**src/hdl/crse_fifo.sv**
```systemverilog
// Short queue between the front end and the back end.
`default_nettype none

module crse_fifo #(
    parameter int WIDTH = 8,
    parameter int DEPTH = 4,
    localparam int PW   = (DEPTH > 1) ? $clog2(DEPTH) : 1,
    localparam int CW   = $clog2(DEPTH + 1)
) (
    input  logic             aclk,
    input  logic             aresetn,
    input  logic             in_valid,
    output logic             in_ready,
    input  logic [WIDTH-1:0] in_data,
    output logic             out_valid,
    input  logic             out_ready,
    output logic [WIDTH-1:0] out_data
);

    logic [WIDTH-1:0] mem_reg [DEPTH];
    logic [PW-1:0]    wr_ptr_reg, wr_ptr_next;
    logic [PW-1:0]    rd_ptr_reg, rd_ptr_next;
    logic [CW-1:0]    count_reg, count_next;
    logic             push, pop;

    assign in_ready  = (count_reg != CW'(DEPTH));
    assign out_valid = (count_reg != '0);
    assign out_data  = mem_reg[rd_ptr_reg];
    assign push      = in_valid && in_ready;
    assign pop       = out_valid && out_ready;

    always_comb begin
        wr_ptr_next = wr_ptr_reg;
        rd_ptr_next = rd_ptr_reg;
        count_next  = count_reg;
        if (push) begin
            wr_ptr_next = (wr_ptr_reg == PW'(DEPTH - 1)) ? '0 : wr_ptr_reg + PW'(1);
        end
        if (pop) begin
            rd_ptr_next = (rd_ptr_reg == PW'(DEPTH - 1)) ? '0 : rd_ptr_reg + PW'(1);
        end
        if (push && !pop) begin
            count_next = count_reg + CW'(1);
        end else if (pop && !push) begin
            count_next = count_reg - CW'(1);
        end
    end

    always_ff @(posedge aclk) begin
        if (!aresetn) begin
            wr_ptr_reg <= '0;
            rd_ptr_reg <= '0;
            count_reg  <= '0;
        end else begin
            wr_ptr_reg <= wr_ptr_next;
            rd_ptr_reg <= rd_ptr_next;
            count_reg  <= count_next;
        end
    end

    always_ff @(posedge aclk) begin
        if (push) begin
            mem_reg[wr_ptr_reg] <= in_data;
        end
    end

endmodule

`default_nettype wire

```
**config.mk**
```make
export PLATFORM = sky130hd
export DESIGN_NAME = crse_fifo
export DESIGN_NICKNAME = d
export VERILOG_FILES = /design/src/hdl/crse_fifo.sv
export SDC_FILE = /design/constraint.sdc
export NUM_CORES = 1
export LEC_CHECK = 0
export BUFFER_PORTS_ARGS = -buffer_cell sky130_fd_sc_hd__clkbuf_2
export CAP_MARGIN = 20
export CORE_MARGIN = 4
export CORE_UTILIZATION = 53
export DETAILED_ROUTE_END_ITERATION = 12
export PLACE_DENSITY = 0.78
export SLEW_MARGIN = 10
export SYNTH_ARGS = -nofsm -noshare
export SYNTH_HDL_FRONTEND = slang
export SYNTH_SLANG_ARGS = --single-unit
export TNS_END_PERCENT = 5
```
**constraint.sdc**
```tcl
create_clock -name aclk -period 3.6 [get_ports aclk]
set_clock_uncertainty 0.1 [all_clocks]
set_input_delay 0.36 -clock aclk [delete_from_list [all_inputs] [get_ports aclk]]
set_output_delay 0.36 -clock aclk [all_outputs]
set_load 0.1 [all_outputs]
```
# Word level (Yosys, flattened, before mapping)
# Memories as Yosys holds them, arrays and structs flattened. A register that Yosys moved wholly into a read port is not among the register bits.
# Index checks and enable logic that the tools add are counted.
dict set report classes {
  n_reduce_logical 8
  n_addsub 4
  n_mux 8
  eq_ne 3
}
# operator count
set op_table {}
lappend op_table {{2-bit two-way mux} 4}
lappend op_table {{3-bit two-way mux} 2}
lappend op_table {{2-bit by 1-bit adder with 2-bit output (second input constant)} 2}
lappend op_table {{2-bit equality test (second input constant)} 2}
lappend op_table {{1-bit logical AND} 4}
lappend op_table {{3-bit by 1-bit adder with 3-bit output (second input constant)} 1}
lappend op_table {{3-bit != test (second input constant)} 1}
lappend op_table {{3-bit nonzero test} 1}
lappend op_table {{3-bit by 1-bit subtractor with 3-bit output (second input constant)} 1}
lappend op_table {{1-bit logical NOT} 2}
lappend op_table {{1-bit two-way mux} 2}
lappend op_table {{2-bit nonzero test} 1}
dict set report word_totals {
  ram_bits 32
  regBits 7
  elab_cells 27
  output_inout_bits 10
  memories 1
}
# memory words word_bits read_ports rd_ports_with_merged_regs write_ports line_no
set memory_table {}
lappend memory_table {mem_reg 4 8 1 1 1 20} ;# logic [WIDTH-1:0] mem_reg [DEPTH];

# Longest topological paths before layout
dict set report logic_depth {
  depth_word 6
  depth_mapped 9
  ltp_nobuf 8
}

# Worst setup path after synthesis
# Ideal clock, no wire load.
dict set report synth_path {
  path_type {register to register}
  startpoint {reg count_reg[0]}
  endpoint {reg count_reg[2]}
  required_time_ps 3424
  arrival_time_ps 2522
  n_path_buf 1
  setup_slack_ps 902
  path_stages_with_launch 10
  synth_period_minus_slack_ps 2698
  setup_time_ps 76
  path_cell_list {dfxtp_1 -> or3b_1 -> clkbuf_2 -> and2_4 -> ha_1 -> inv_1 -> fa_1 -> xor2_1 -> or3_2 -> a21boi_0}
}
dict set report synth_via {
  elab_chain_cells 5
  word_cells_on_any_way 13
  classes_between {2 x add/sub; 1 x eq/ne; 2 x mux; 8 x reduce/logical}
}
# element line_no
set synth_rtl {}
lappend synth_rtl {{start: declaration} 23} ;# logic [CW-1:0] count_reg, count_next;
lappend synth_rtl {{start signal: assignment} 57} ;# count_reg <= count_next;
lappend synth_rtl {{3-bit != test (*)} 26} ;# assign in_ready = (count_reg != CW'(DEPTH));
lappend synth_rtl {{via in_ready} 13} ;# output logic in_ready,
lappend synth_rtl {{1-bit logical AND (*)} 29} ;# assign push = in_valid && in_ready;
lappend synth_rtl {{via push} 24} ;# logic push, pop;
lappend synth_rtl {{1-bit logical NOT} 44} ;# end else if (pop && !push) begin
lappend synth_rtl {{1-bit logical AND} 44}
lappend synth_rtl {{2-bit nonzero test (no line)} --}
# Mark *: on every way through the listed nets, which the timed path passes. The rest lies on a longest branch. The select of a mux whose other input is x is not followed.
# A chain may end at the register's enable or synchronous reset.

# Final worst setup path
dict set report layout_path {
  startpoint {reg count_reg[1]}
  endpoint {reg count_reg[2]}
}
dict set report layout_via {
  elab_chain_cells 5
  word_cells_on_any_way 13
  classes_between {2 x add/sub; 1 x eq/ne; 2 x mux; 8 x reduce/logical}
}
# element
set layout_rtl {}
lappend layout_rtl {{parallel branches: the longest is 5 deep, another holds 3-bit by 1-bit subtractor with 3-bit output}}
# Several ways; the timed one is not identified. The select of a mux whose other input is x is not followed.

==> metrics.md <==
| Metric | Value |
|---|---|
| Placed Area | 0.00176 mm² |
| Crit path time final | 2.51 ns |
| Warning count from the yosys run | 0 |
| Number of global-route vias before repair | 842 |
| Library cell used as clock root buffer | sky130_fd_sc_hd__clkbuf_4 |
| Clock insertion delay at the later pin of the skew report | 0.34 ns |
| Maximum clock rate | 398 MHz |
| Final routed wire length divided by cell count | 17.0 µm |
| Post-synthesis instance area | 0.00164 mm² |
| Number of top-level pins | 22 |
| Average instance area after synthesis | 17.6 µm² |
| Max FFs per register | 32 |
| Number of input and output port buffers inserted | 21 |
| Net total in the final layout | 136 |
| First-iteration detailed-routing DRC count | 52 |
| Number of sinks driven by the clock tree | 41 |
| Die H | 63.5 µm |
| Share of post-route cells with drive strength above 1 | 34.7% |
| Final Setup Violations | 0 |
| Total number of H-tree levels | 2 |
| Diodes inserted | 0 |
| Worst Path Arrival | 2.69 ns |
| Worst-path clk slew | 0.10 ns |
| Number of buffers created by CTS | 5 |
| Final-layout setup total negative slack | 0 ns |
| RSZ-0062 raised after global routing | false |
| HPWL reported at the end of detailed placement | 1830 µm |
| Worst Path Max Fanout | 5 |
| Detail-routed via count per cell | 5.61 |
| Post-route non-filler standard cell count | 149 |
| DRC | 0 |
| Area of the die | 0.00404 mm² |
| Tightest slew margin relative to the limit | 63.8% |
| Total via count in the routed design | 836 |
| Setup slack after placement | 1.12 ns |
| Class of the tightest hold or removal check | input pin to flop |
| Sum of routed wire length over all layers | 2540 µm |
| Post-cts repair resize count | 0 |
| Kind of launch point of the worst setup path | flop |
| Max-cap violations | 0 |
| First-pass GRT wire length | 4170 µm |
| Total setup buffers inserted after CTS | 0 |
| Final Slew Violations | 0 |
| Initial core utilization | 57.3% |
| Actual transition at the worst max-transition pin | 0.543 ns |
| Count of nets left with antenna violations after detail routing | 0 |
| Number of standard cells after synthesis | 93 |
| Die W | 63.5 µm |
| Overflow left after global routing | 0 |
| Antenna violations before repair | 0 |
| Worst setup EP type | flop |
| Type of the worst setup path | flop to flop |
| Number of placement rows | 19 |
| Data required time at the worst endpoint | 3.77 ns |
| Clock tree from TritonCTS | built |
| Total instance count after detailed placement | 141 |
| Final GP Congestion | 0.742 |
| Result of the run | finished clean |
| Register area share after synthesis | 69.8% |
| DRT Pass-1 Iters | 5 |
| Unique cell type count in the Yosys netlist | 26 |
| Final design area excluding fillers | 0.00181 mm² |
| Final setup margin | 1.09 ns |
| Area delta synth->final | 10.7% |
| Post-synthesis sequential element count | 41 |
| Count of hold buffers inserted by post-cts repair | 0 |
| Tot GR Track Use | 14.4% |
| Period utilization | 69.9% |
| Longest Clk Path Bufs | 2 |
| Synthesized netlist net count | 112 |
| Floorplan Core Area | 0.00285 mm² |
| Largest net degree at the start of global routing | 13 |
| Final hold violations | 0 |
-- cells in the mapped netlist, drive strengths merged --
cell type | number | area share (%)
a21boi | 1 | 0.46
clkbuf | 2 | 0.54
or3b | 1 | 0.54
and2 | 2 | 0.92
nand4 | 1 | 0.38
o31ai | 1 | 0.46
buf | 2 | 0.54
or3 | 2 | 0.92
nor2 | 2 | 0.46
ha | 6 | 4.6
xor2 | 1 | 0.54
nand3 | 2 | 0.61
xnor2 | 1 | 0.54
inv | 3 | 0.69
nor2b | 1 | 0.38
mux4 | 8 | 11
o21ai | 4 | 1.2
fa | 1 | 1.2
dfxtp | 9 | 11
nand2 | 5 | 1.1
edfxtp | 32 | 59
and3 | 4 | 1.8
mux2i | 2 | 1.2
-- logic make-up (layout without fill, tap and decap cells) --
family,after synthesis,in the layout,share of synthesized area (%)
flip-flops,41,41,69.8
AND/OR/NAND/NOR,20,20,7.19
multiplexers,10,10,12.2
adder cells (fa/ha/maj),7,7,5.81
buffers and inverters,7,32,1.76
AO/OA/AOI/OAI,6,6,2.14
XOR/XNOR,2,2,1.07
-- worst max-delay path, stage by stage (launching register included) --
cell and delay, ns:
sky130_fd_sc_hd__dfxtp_1 0.37, sky130_fd_sc_hd__o31ai_1 0.51, sky130_fd_sc_hd__ha_1 0.28, sky130_fd_sc_hd__inv_1 0.06
sky130_fd_sc_hd__fa_1 0.38, sky130_fd_sc_hd__xor2_1 0.17, sky130_fd_sc_hd__or3_2 0.41, sky130_fd_sc_hd__a21boi_0 0.17
-- metal layers --
layer,GRT usage [%],share of wire (%),vias up
met2,23.9,51,23
met5,0,0,-
met4,8.89,2.3,0
met1,16.2,42,400
li1,-,-,405
met3,4.09,4.9,8
-- path summary, 6_finish.rpt --
kind,startpoint,to,slack (ns),cells after the start
hold reg to reg,wr_ptr_reg[1],wr_ptr_reg[1],0.41,2
setup / recovery,count_reg[1],count_reg[2],1.09,7
setup reg to reg,count_reg[1],count_reg[2],1.09,7
hold / removal,in_data[7],mem_reg[3][7],0.13,1
-- metrics by stage --
| stage | hold slack (ns) | util (%) |
|---|---|---|
| 2_1_floorplan | 0.359 | - |
| 3_3_place_gp | 0.389 | 61.8 |
| 3_5_place_dp | 0.396 | 61.8 |
| 4_1_cts | 0.119 | 63.5 |
| 5_1_grt | 0.106 | 63.5 |
| 6_report | 0.131 | 63.5 |
-- layout by cell type (no fill, tap or decap), drive strengths merged --
| cell type | n |
|---|---|
| xnor2 | 1 |
| mux2i | 2 |
| fa | 1 |
| clkinv | 1 |
| inv | 3 |
| clkbuf | 28 |
| xor2 | 1 |
| and2 | 2 |
| nand4 | 1 |
| or3 | 2 |
| or3b | 1 |
| nand2 | 5 |
| mux4 | 8 |
| and3 | 4 |
| edfxtp | 32 |
| o21ai | 4 |
| nand3 | 2 |
| nor2b | 1 |
| dfxtp | 9 |
| nor2 | 2 |
| o31ai | 1 |
| ha | 6 |
| a21boi | 1 |
-- layout make-up --
class	count	area, µm²
sequential	41	1140
timing repair buffer	21	105
multi-input combinational	45	465
tap	31	38.8
clock inverter	1	3.75
fill	220	1040
clock buffer	7	45.0
inverter	3	11.3
Power is not shown: default switching activity piles up to over one toggle a cycle in this logic, so the estimate is an artifact.
