## src/hdl/crse_pkg.sv

```systemverilog
// Shared types and codes for the Catmull-Rom spline evaluator.
`default_nettype none

package crse_pkg;

    // Item kinds carried on tuser
    localparam logic [1:0] MODE_WRITE = 2'd0;
    localparam logic [1:0] MODE_POS   = 2'd1;
    localparam logic [1:0] MODE_TAN   = 2'd2;
    localparam logic [1:0] MODE_ACC   = 2'd3;

    // Result status codes
    localparam logic [1:0] ST_EVAL    = 2'd0;
    localparam logic [1:0] ST_FEW     = 2'd1;
    localparam logic [1:0] ST_WRITTEN = 2'd2;
    localparam logic [1:0] ST_IGNORED = 2'd3;

    typedef logic signed [31:0] coord_t;

    // Classified item handed from the front end to the back end
    typedef struct packed {
        logic [1:0]  mode;
        logic [1:0]  status;
        logic [16:0] u;       // local parameter, Q1.16, 0..65536
        coord_t      x;
        coord_t      y;
        coord_t      z;
    } crse_item_t;

endpackage

`default_nettype wire

```

## src/hdl/crse_front.sv

```systemverilog
// Front end: point count register, item classification, segment and local t.
`default_nettype none

module crse_front #(
    parameter int MAX_POINTS = 64,
    localparam int AW        = $clog2(MAX_POINTS),
    localparam int SW        = (AW > 7) ? AW : 7
) (
    input  logic                 aclk,
    input  logic                 aresetn,
    input  logic                 cfg_wr_en,
    input  logic [6:0]           cfg_wr_data,
    input  logic [1:0]           mode,
    input  logic [5:0]           point_index,
    input  crse_pkg::coord_t     coord_x,
    input  crse_pkg::coord_t     coord_y,
    input  crse_pkg::coord_t     coord_z,
    input  logic [16:0]          param_t,
    output crse_pkg::crse_item_t item,
    output logic [SW-1:0]        slot
);

    import crse_pkg::*;

    logic [6:0]  count_reg, count_next;
    logic [6:0]  n_use, n_m3;
    logic [16:0] t_clamp;
    logic [23:0] s_prod, s_ceil, u_diff;
    logic [7:0]  p_seg, p_m1;

    assign count_next = cfg_wr_en ? cfg_wr_data : count_reg;

    always_ff @(posedge aclk) begin
        if (!aresetn) begin
            count_reg <= '0;
        end else begin
            count_reg <= count_next;
        end
    end

    always_comb begin
        n_use   = (32'(count_reg) > 32'(MAX_POINTS)) ? 7'(MAX_POINTS) : count_reg;
        n_m3    = n_use - 7'd3;
        t_clamp = (param_t > 17'd65536) ? 17'd65536 : param_t;
        // s = (n-3)*t in Q.16, segment p = ceil(s), zero taken as one
        s_prod  = 24'(n_m3) * 24'(t_clamp);
        s_ceil  = s_prod + 24'd65535;
        p_seg   = s_ceil[23:16];
        if (p_seg == 8'd0) begin
            p_seg = 8'd1;
        end
        p_m1    = p_seg - 8'd1;
        u_diff  = s_prod - {p_m1, 16'd0};

        item.mode = mode;
        item.u    = u_diff[16:0];
        item.x    = coord_x;
        item.y    = coord_y;
        item.z    = coord_z;
        if (mode == MODE_WRITE) begin
            slot        = SW'(point_index);
            item.status = ({1'b0, point_index} < n_use) ? ST_WRITTEN : ST_IGNORED;
        end else begin
            slot        = SW'(p_m1);
            item.status = (n_use < 7'd4) ? ST_FEW : ST_EVAL;
        end
    end

endmodule

`default_nettype wire

```

## config.mk

```make
export PLATFORM = sky130hd
export DESIGN_NAME = crse_front
export DESIGN_NICKNAME = d
export VERILOG_FILES = /design/src/hdl/crse_pkg.sv /design/src/hdl/crse_front.sv
export SDC_FILE = /design/constraint.sdc
export NUM_CORES = 1
export LEC_CHECK = 0
export BUFFER_PORTS_ARGS = -buffer_cell sky130_fd_sc_hd__buf_2
export CORE_AREA = 2 2 109 111
export DETAILED_ROUTE_END_ITERATION = 16
export DIE_AREA = 0 0 111 113
export GPL_ROUTABILITY_DRIVEN = 1
export PLACE_DENSITY = 0.83
export SLEW_MARGIN = 15
export SYNTH_ARGS = -nofsm -noshare
export SYNTH_HDL_FRONTEND = slang
export SYNTH_SLANG_ARGS = --single-unit
```

## constraint.sdc

```tcl
create_clock -name aclk -period 19.5 [get_ports aclk]
set_input_delay 2.925 -clock aclk [delete_from_list [all_inputs] [get_ports aclk]]
set_output_delay 2.925 -clock aclk [all_outputs]
set_load 0.02 [all_outputs]
```

* Word level (Yosys, flattened, before mapping)
Index checks and enable logic that the tools add are counted.
Operators by class: $add $sub $neg 4, multiply operators 1, order comparisons 4, muxes and demuxes 7, reduce and logical (&&, ||, !) cells 2
Operators by type and width (number):
- $add 24x16->24 const B | 1
- $mul 7x17->24 | 1
- $mux 7 | 3
- $gt 17x17->1 const B | 1
- $mux 17 | 1
- $sub 17x17->17 | 1
- $logic_not 8->1 | 1
- $gt 7x7->1 const B | 1
- $lt 6x7->1 | 1
- $lt 7x3->1 const B | 1
- $sub 7x1->7 const B | 1
- $sub 7x2->7 const B | 1
- $logic_not 2->1 | 1
- $mux 1 | 2
- $mux 2 | 1
Word-level totals: register bits 7, input bits 131, output and inout bits 124

* Depth between registers and ports, before layout
Gate-level depths: netlist of the first run.
depth in word-level cells 9, mapped depth 32, depth with buffers taken out 29

* Worst setup path before layout of the first run
No wires, ideal clock.
path kind input port to output port, start point input param_t[0], end point output slot[2], arrival time 10445 ps, path slack 6130 ps, stages on the path 24, buffers on the path 2, cell sequence or4_1 o41ai_4 clkbuf_1 clkbuf_1 nand3_1 fa_1 fa_1 inv_1 fa_1 fa_1 ha_1 o211ai_2 o21ai_2 xor2_1 or4b_1 nor4_2 nand4_2 or4b_1 o21ba_4 nor3_2 ha_1 xor2_1 xnor2_1 o21ai_0
On the way: longest elaborated chain between the ends 8
Ends and longest elaborated chain:
- start, declared | RTL line crse_front.sv:18 | input logic [16:0] param_t,
- $gt 17x17->1 | RTL line crse_front.sv:44 | t_clamp = (param_t > 17'd65536) ? 17'd65536 : param_t;
- $mux 17 (*) | RTL line crse_front.sv:44
- $mul 7x17->24 (*) | RTL line crse_front.sv:46 | s_prod = 24'(n_m3) * 24'(t_clamp);
- $add 24x16->24 (*) | RTL line crse_front.sv:47 | s_ceil = s_prod + 24'd65535;
- $logic_not 8->1 | RTL line crse_front.sv:49 | if (p_seg == 8'd0) begin
- $mux 7 (*) | RTL line crse_front.sv:49
- $sub 7x1->7 (*) | RTL line crse_front.sv:52 | p_m1 = p_seg - 8'd1;
- $mux 7 (*) | RTL line crse_front.sv:60 | if (mode == MODE_WRITE) begin
- end, declared | RTL line crse_front.sv:20 | output logic [SW-1:0] slot
Mark *: on every way between the ends. The rest lies on a longest branch, timed or not.

* Final worst setup path of the first run
Same ends and word-level chain as after synthesis.

==> results of run 1 <==
-- logic make-up (layout without fill, tap and decap cells) --
logic type	after synthesis	after routing	share of synthesized area
AND/OR/NAND/NOR	243	243	0.2278
buffers and inverters	190	134	0.1949
adder cells (fa/ha/maj)	123	123	0.3771
AO/OA/AOI/OAI	89	89	0.1156
XOR/XNOR	26	26	0.04100
multiplexers	10	10	0.01847
flip-flops	7	7	0.02523
-- critical path, stage by stage --
cell and delay, ns:
buf_2 0.14, or4_1 0.57, o41ai_4 0.77, buf_4 0.51, nand2_1 0.19, nor2_1 0.19, fa_1 0.47, fa_1 0.52
fa_1 0.51, fa_1 0.49, ha_1 0.41, a21oi_1 0.33, o211ai_1 0.23, a211oi_1 0.46, nor2_1 0.10, xor2_1 0.46
and4_1 0.29, nand4_1 0.20, nor4b_2 0.50, nor3_2 0.09, ha_1 0.26, xor2_1 0.18, xnor2_1 0.16, o21ai_0 0.17
buf_2 0.20
-- synthesized netlist by cell type (2+ instances only) --
master / count / area, sq um
a211oi_1: 3 / 22.52
a21o_1: 6 / 45.04
a21oi_1: 29 / 145.1
a311oi_1: 2 / 17.52
a31oi_1: 3 / 18.77
and2_1: 10 / 62.56
and3_1: 39 / 244.0
and4_1: 2 / 17.52
buf_4: 98 / 735.7
clkbuf_1: 24 / 90.09
dfxtp_1: 7 / 140.1
fa_1: 74 / 1481
ha_1: 49 / 613.1
inv_1: 66 / 247.7
mux2_2: 2 / 22.52
mux2i_1: 8 / 80.08
nand2_1: 47 / 176.4
nand2b_1: 12 / 75.07
nand3_1: 22 / 110.1
nand4_1: 4 / 25.02
nor2_1: 61 / 229.0
nor2b_1: 12 / 75.07
nor3_1: 8 / 40.04
nor3b_1: 3 / 22.52
nor4_1: 2 / 12.51
o211ai_1: 2 / 15.01
o21a_1: 8 / 60.06
o21ai_0: 8 / 40.04
o21bai_1: 4 / 30.03
o31ai_1: 4 / 30.03
or2_2: 6 / 37.54
or3_1: 2 / 12.51
or4_1: 5 / 37.54
or4b_1: 2 / 20.02
xnor2_1: 13 / 113.9
xor2_1: 13 / 113.9
-- final cells by class --
class,count,area (sq um)
Clock buffer,4,78.83
Fill cell,1113,5973
Inverter,67,251.5
Multi-Input combinational cell,491,4332
Sequential cell,7,140.1
Tap cell,143,178.9
Timing Repair Buffer,63,317.8
-- per-stage QoR --
step,hold WS (ns),util,setup slack (ns)
finish,0.5534,0.4701,5.254
CTS,0.5611,0.4701,5.365
global placement,0.5251,0.4631,5.508
detailed placement,0.5473,0.4631,5.403
global route,0.5941,0.4701,4.706
floorplan,0.5069,-,6.130
-- routing by layer --
layer,GRT usage,up-vias
met3,0.02464,25
met2,0.3337,226
met1,0.2653,2179
met5,0,-
li1,-,2091
met4,0.04000,0
-- report_power, final --
group / total (mW) / switching [mW] / internal (mW)
combinational: 0.699 / 0.437 / 0.262
sequential: 0.0164 / 0.00115 / 0.0153
clock: 0.0347 / 0.00753 / 0.0272
-- how the worst max path moves through the flow --
stage	start	endpoint	slack, ns
floorplan	param_t[0]	slot[2]	6.13
global placement	param_t[0]	slot[2]	5.51
detailed placement	param_t[0]	slot[2]	5.40
CTS	param_t[0]	slot[2]	5.37
global route	param_t[0]	slot[2]	4.71
finish	param_t[0]	slot[2]	5.25
==> run metrics, run 1 <==
Core ar.=11270 sq um; FF+latch count, synth=7; overall via count from detail_route=4521; Hold Path Sink=count_reg[0]$_SDFFE_PN0P_; max reg flops=7; Inst Count DP=~770; Yosys Warn Count=0; FP Rows=39; Port Buffers=between 60 and 70; Fin. Hold Viols=0; hpwl dp=slightly above 10 mm; met3 wire length=1.108 mm; CP Data Arrival Time=around 11 ns; RSZ-0062 raised after global routing=no; Chip Height=113 um; CTS tree=done; DRT antenna net count=0; Worst Setup End Kind=output port; Final Cell Area=5299 sq um; Hold Path Origin=count_reg[0]$_SDFFE_PN0P_; wire length on met2=5.773 mm; FF-to-FF path depth=2; Slew Limit Fails=0; placed inst area=5220 sq um; wirelength, routed=between 10 and 15 mm; most common cell after layout, fill and taps aside=fa_1; crit path time final=~14 ns; critical path class=primary input to output port; setup bufs post-CTS=0; largest net degree at the start of global routing=56; area added between synthesis and finish=-4.596%; Final Power=approximately 0.75 mW; CTS Buf Count=3; min-delay worst type=register to register; LEAKAGE=2.690 nW; Peak VDD IR=0.0002257 V; commonest cells after routing, fill and taps aside=fa_1, inv_1, buf_2; Post-Layout Cell Count=just under 800; Setup TNS Final=0 ns; status=completed; post-CTS sizing=0; worst hold stages=2; uppermost layer routed=met4; routability cong.=0.9400; clock transition at the registers of the reported paths=0.04 ns; Final Cycle Share=0.7306; # setup viols final=0; first-pass GRT wire length=a little over 20 mm; cts-stage hold buffer count=0; WL/cell=approximately 16 um; drt first pass iters=5; sequential area share after synthesis=0.02523; initial antenna violation count=0; PwrDens=141.6 nW/um^2; RR Endpoint=count_reg[6]$_SDFFE_PN0P_; EDFF count, synth=0; Starting Density=0.4927; R2R setup slack=18.63 ns; worst skew pair latency=0.23 ns; IO Count=255; post-synthesis cell count=688; Worst Tran Pin Value=1.149 ns; synthesized area per cell=8.073 sq um; Layout Nets=between 800 and 900; ANT cells=0; Max Clock Skew=0 ns; CP max FO=55; vias in the first global route=4414; via/cell ratio=approximately 6; Met1 Wirelength=5.161 mm; CTS Root Buffer Type=clkbuf_16; top_reg_cell synth=dfxtp_1; Max Root-Sink Buffers=2; Die ar.=12540 sq um; Total GRT Usage=0.1942; syn_nets=between 900 and 1000; First DRT Iteration DRCs=411; share of cells above drive strength 1=0.1377; f_max=roughly 0.07 GHz; post-synthesis cell type count=64; worst path required time=16.57 ns; total grt overflow=0; CP Launch Type=primary input; drt drc=0; Reg-to-Reg Start=count_reg[6]$_SDFFE_PN0P_; clock sinks=7; Rel. slew slack=0.2284; H-tree Lvls=1; max cap viols=0; die width=around 110 um; asr flop ratio synth=0; Synth Cell Area=5554 sq um
No activity file was read; power rests on OpenSTA's default activity.
==> run 2: changes to the inputs <==
--- a/config.mk
+++ b/config.mk
@@ -6,11 +6,11 @@
 export NUM_CORES = 1
 export LEC_CHECK = 0
 export BUFFER_PORTS_ARGS = -buffer_cell sky130_fd_sc_hd__buf_2
-export CORE_AREA = 2 2 109 111
+export CORE_AREA = 2 2 115 117
 export DETAILED_ROUTE_END_ITERATION = 16
-export DIE_AREA = 0 0 111 113
+export DIE_AREA = 0 0 117 119
 export GPL_ROUTABILITY_DRIVEN = 1
-export PLACE_DENSITY = 0.83
+export PLACE_DENSITY = 0.79
 export SLEW_MARGIN = 15
 export SYNTH_ARGS = -nofsm -noshare
 export SYNTH_HDL_FRONTEND = slang
==> constraint.sdc (replaced) <==
create_clock -name aclk -period 13.1 [get_ports aclk]
set_input_delay 1.965 -clock aclk [delete_from_list [all_inputs] [get_ports aclk]]
set_output_delay 1.965 -clock aclk [all_outputs]
set_load 0.02 [all_outputs]
==> run 2 against run 1 <==
Against the previous run:
- worst setup slack lost 4.0 ns
- non-clock buffer count increased by 1
- clock-buffer cell count is the same
- final area increased by 0.92%
- power grew 49%
- sequential power increased by 49%
- critical path depth increased by 1
- flip-flop and latch count did not move
- global-route usage shrank 1.2 points
- utilization is 5.5 points lower
==> run metrics, run 2 (synthesis results as in run 1) <==
status=completed; worst path required time=11.14 ns (-5.43 ns); via/cell ratio=5.509 (-5.6%); PwrDens=208.5 nW/um^2 (+47%); Starting Density=0.4314 (-0.06134); total grt overflow=0 (unchanged); Fillers=1279 (+15%); Logic pwr share=0.932 (about the same); f_max=about 0.084 GHz; max reg flops=7 (unchanged); wirelength, routed=12.45 mm (+1.5%); H-tree Lvls=1 (unchanged); area added between synthesis and finish=-3.717%; DRT antenna net count=0 (unchanged); clock transition at the registers of the reported paths=0.03 ns (about the same); clock sinks=7 (unchanged); CTS tree=done; min-delay worst type=register to register; CTS Buf Count=3 (unchanged); RSZ-0062 raised after global routing=no; IO Count=255 (unchanged); Max Root-Sink Buffers=2 (unchanged); Final Cycle Share=0.9079; post-CTS sizing=0 (unchanged); CP Launch Type=primary input; Core ar.=12870 sq um (+14%); cts-stage hold buffer count=0 (unchanged); # setup viols final=0 (unchanged); ANT cells=0 (unchanged); Die ar.=13920 sq um (+11%); Flop pwr share=0.022 (about the same); crit path time final=11.89 ns; WL/cell=15.38 um (-2.8%); die width=117 um (+5.4%); FP Rows=42 (+7.7%); Max Clock Skew=0 ns (unchanged); vias in the first global route=4470 (+1.3%); Rel. slew slack=0.2064 (-0.02206); Fin. Hold Viols=0 (unchanged); CP Data Arrival Time=9.93 ns (-1.39 ns); commonest cells after routing, fill and taps aside=fa_1, inv_1, buf_2; drt first pass iters=5 (unchanged); LEAKAGE=2.695 nW (+0.18%); setup bufs post-CTS=0 (unchanged); clock share of power=0.046 (about the same); Layout Nets=888 (+0.11%); hpwl dp=10.42 mm (+2.0%); max cap viols=0 (unchanged); Worst Tran Pin Value=1.182 ns (+0.03286 ns); CP max FO=50 (-9.1%); Final Power=1.115 mW (+49%); first-pass GRT wire length=20.73 mm (+0.84%); Peak VDD IR=0.0003626 V (+61%); initial antenna violation count=0 (unchanged); Sw Ratio=0.5934 (about the same); largest net degree at the start of global routing=51 (-8.9%); critical path class=primary input to output port; drt drc=0 (unchanged); CTS Root Buffer Type=clkbuf_16; P_sw=0.6617 mW (+49%); Total GRT Usage=0.1818 (-0.01239); most common cell after layout, fill and taps aside=fa_1; share of cells above drive strength 1=0.1390 (+0.001362); Worst Setup End Kind=output port; overall via count from detail_route=4457 (-1.4%); First DRT Iteration DRCs=392 (-4.6%); Slew Limit Fails=0 (unchanged); Port Buffers=62 (unchanged); routability cong.=0.8939 (-4.9%); Setup TNS Final=0 ns (unchanged); Pint=0.4534 mW (+49%); Chip Height=119 um (+5.3%); worst skew pair latency=0.23 ns (about the same)
[run 2: cell type report]
| type | count | area (sq um) | area share |
|---|---|---|---|
| tap | 176 | 220.2 | 0.04118 |
| multi-input combinational | 491 | 4332 | 0.8100 |
| clock buffer | 4 | 78.83 | 0.01474 |
| sequential | 7 | 140.1 | 0.02620 |
| timing repair buffer | 64 | 325.3 | 0.06083 |
| inverter | 67 | 251.5 | 0.04703 |
[run 2: final timing paths]
kind | from | to | slack (ns) | depth (start not counted)
hold / removal | count_reg[4]$_SDFFE_PN0P_ | count_reg[4]$_SDFFE_PN0P_ | 0.55 | 2
setup reg to reg | count_reg[6]$_SDFFE_PN0P_ | count_reg[6]$_SDFFE_PN0P_ | 12.21 | 2
setup / recovery | param_t[0] | slot[4] | 1.21 | 26
hold reg to reg | count_reg[4]$_SDFFE_PN0P_ | count_reg[4]$_SDFFE_PN0P_ | 0.55 | 2
[run 2: through the flow]
step | util | instances | hold WS, ns | worst slack (ns) | instance area [sq um]
floorplan | - | 688 | 0.5069 | 1.650 | 5554
global placement | 0.4092 | 805 | 0.5252 | 1.374 | 5269
detailed placement | 0.4092 | 805 | 0.5358 | 1.349 | 5269
CTS | 0.4154 | 809 | 0.5523 | 1.302 | 5348
global route | 0.4154 | 809 | 0.5658 | 0.6728 | 5348
finish | 0.4154 | 809 | 0.5548 | 1.207 | 5348
[run 2: routing by layer]
metal  share of wire  routed length [um]  global-route usage  vias to the layer above
met1            0.42                5177              0.2490                     2137
met4           0.020                 243             0.05956                        0
met3           0.078                 974             0.02239                       36
li1                -                   -                   -                     2089
met2            0.49                6051              0.2962                      195
met5               0                   0                   0                        -
[run 2: worst max-delay path, cell delays in order]
cell,delay (ns)
buf_2,0.14
or4_1,0.57
o41ai_4,0.39
buf_4,0.43
nand2_1,0.20
nor2_1,0.18
fa_1,0.46
fa_1,0.52
fa_1,0.52
fa_1,0.48
ha_1,0.41
a21oi_1,0.36
o211ai_1,0.27
a211oi_1,0.47
nor2_1,0.11
xor2_1,0.44
and4_1,0.30
nand4_1,0.21
nor4b_2,0.48
nor3_2,0.09
ha_1,0.26
nand2_1,0.09
o22ai_1,0.09
xnor2_1,0.13
o21ai_0,0.15
buf_2,0.19
[run 2: power by group through the flow]
| stage | registers (mW) | logic (mW) | clock network [mW] |
|---|---|---|---|
| finish | 0.0245 | 1.04 | 0.0515 |
| global route | 0.0247 | 1.16 | 0.0543 |
| CTS | 0.0245 | 1.04 | 0.0525 |
| detailed placement | 0.0247 | 1.03 | 0 |
| global placement | 0.0247 | 1.02 | 0 |
| floorplan | 0.0240 | 0.826 | 0 |
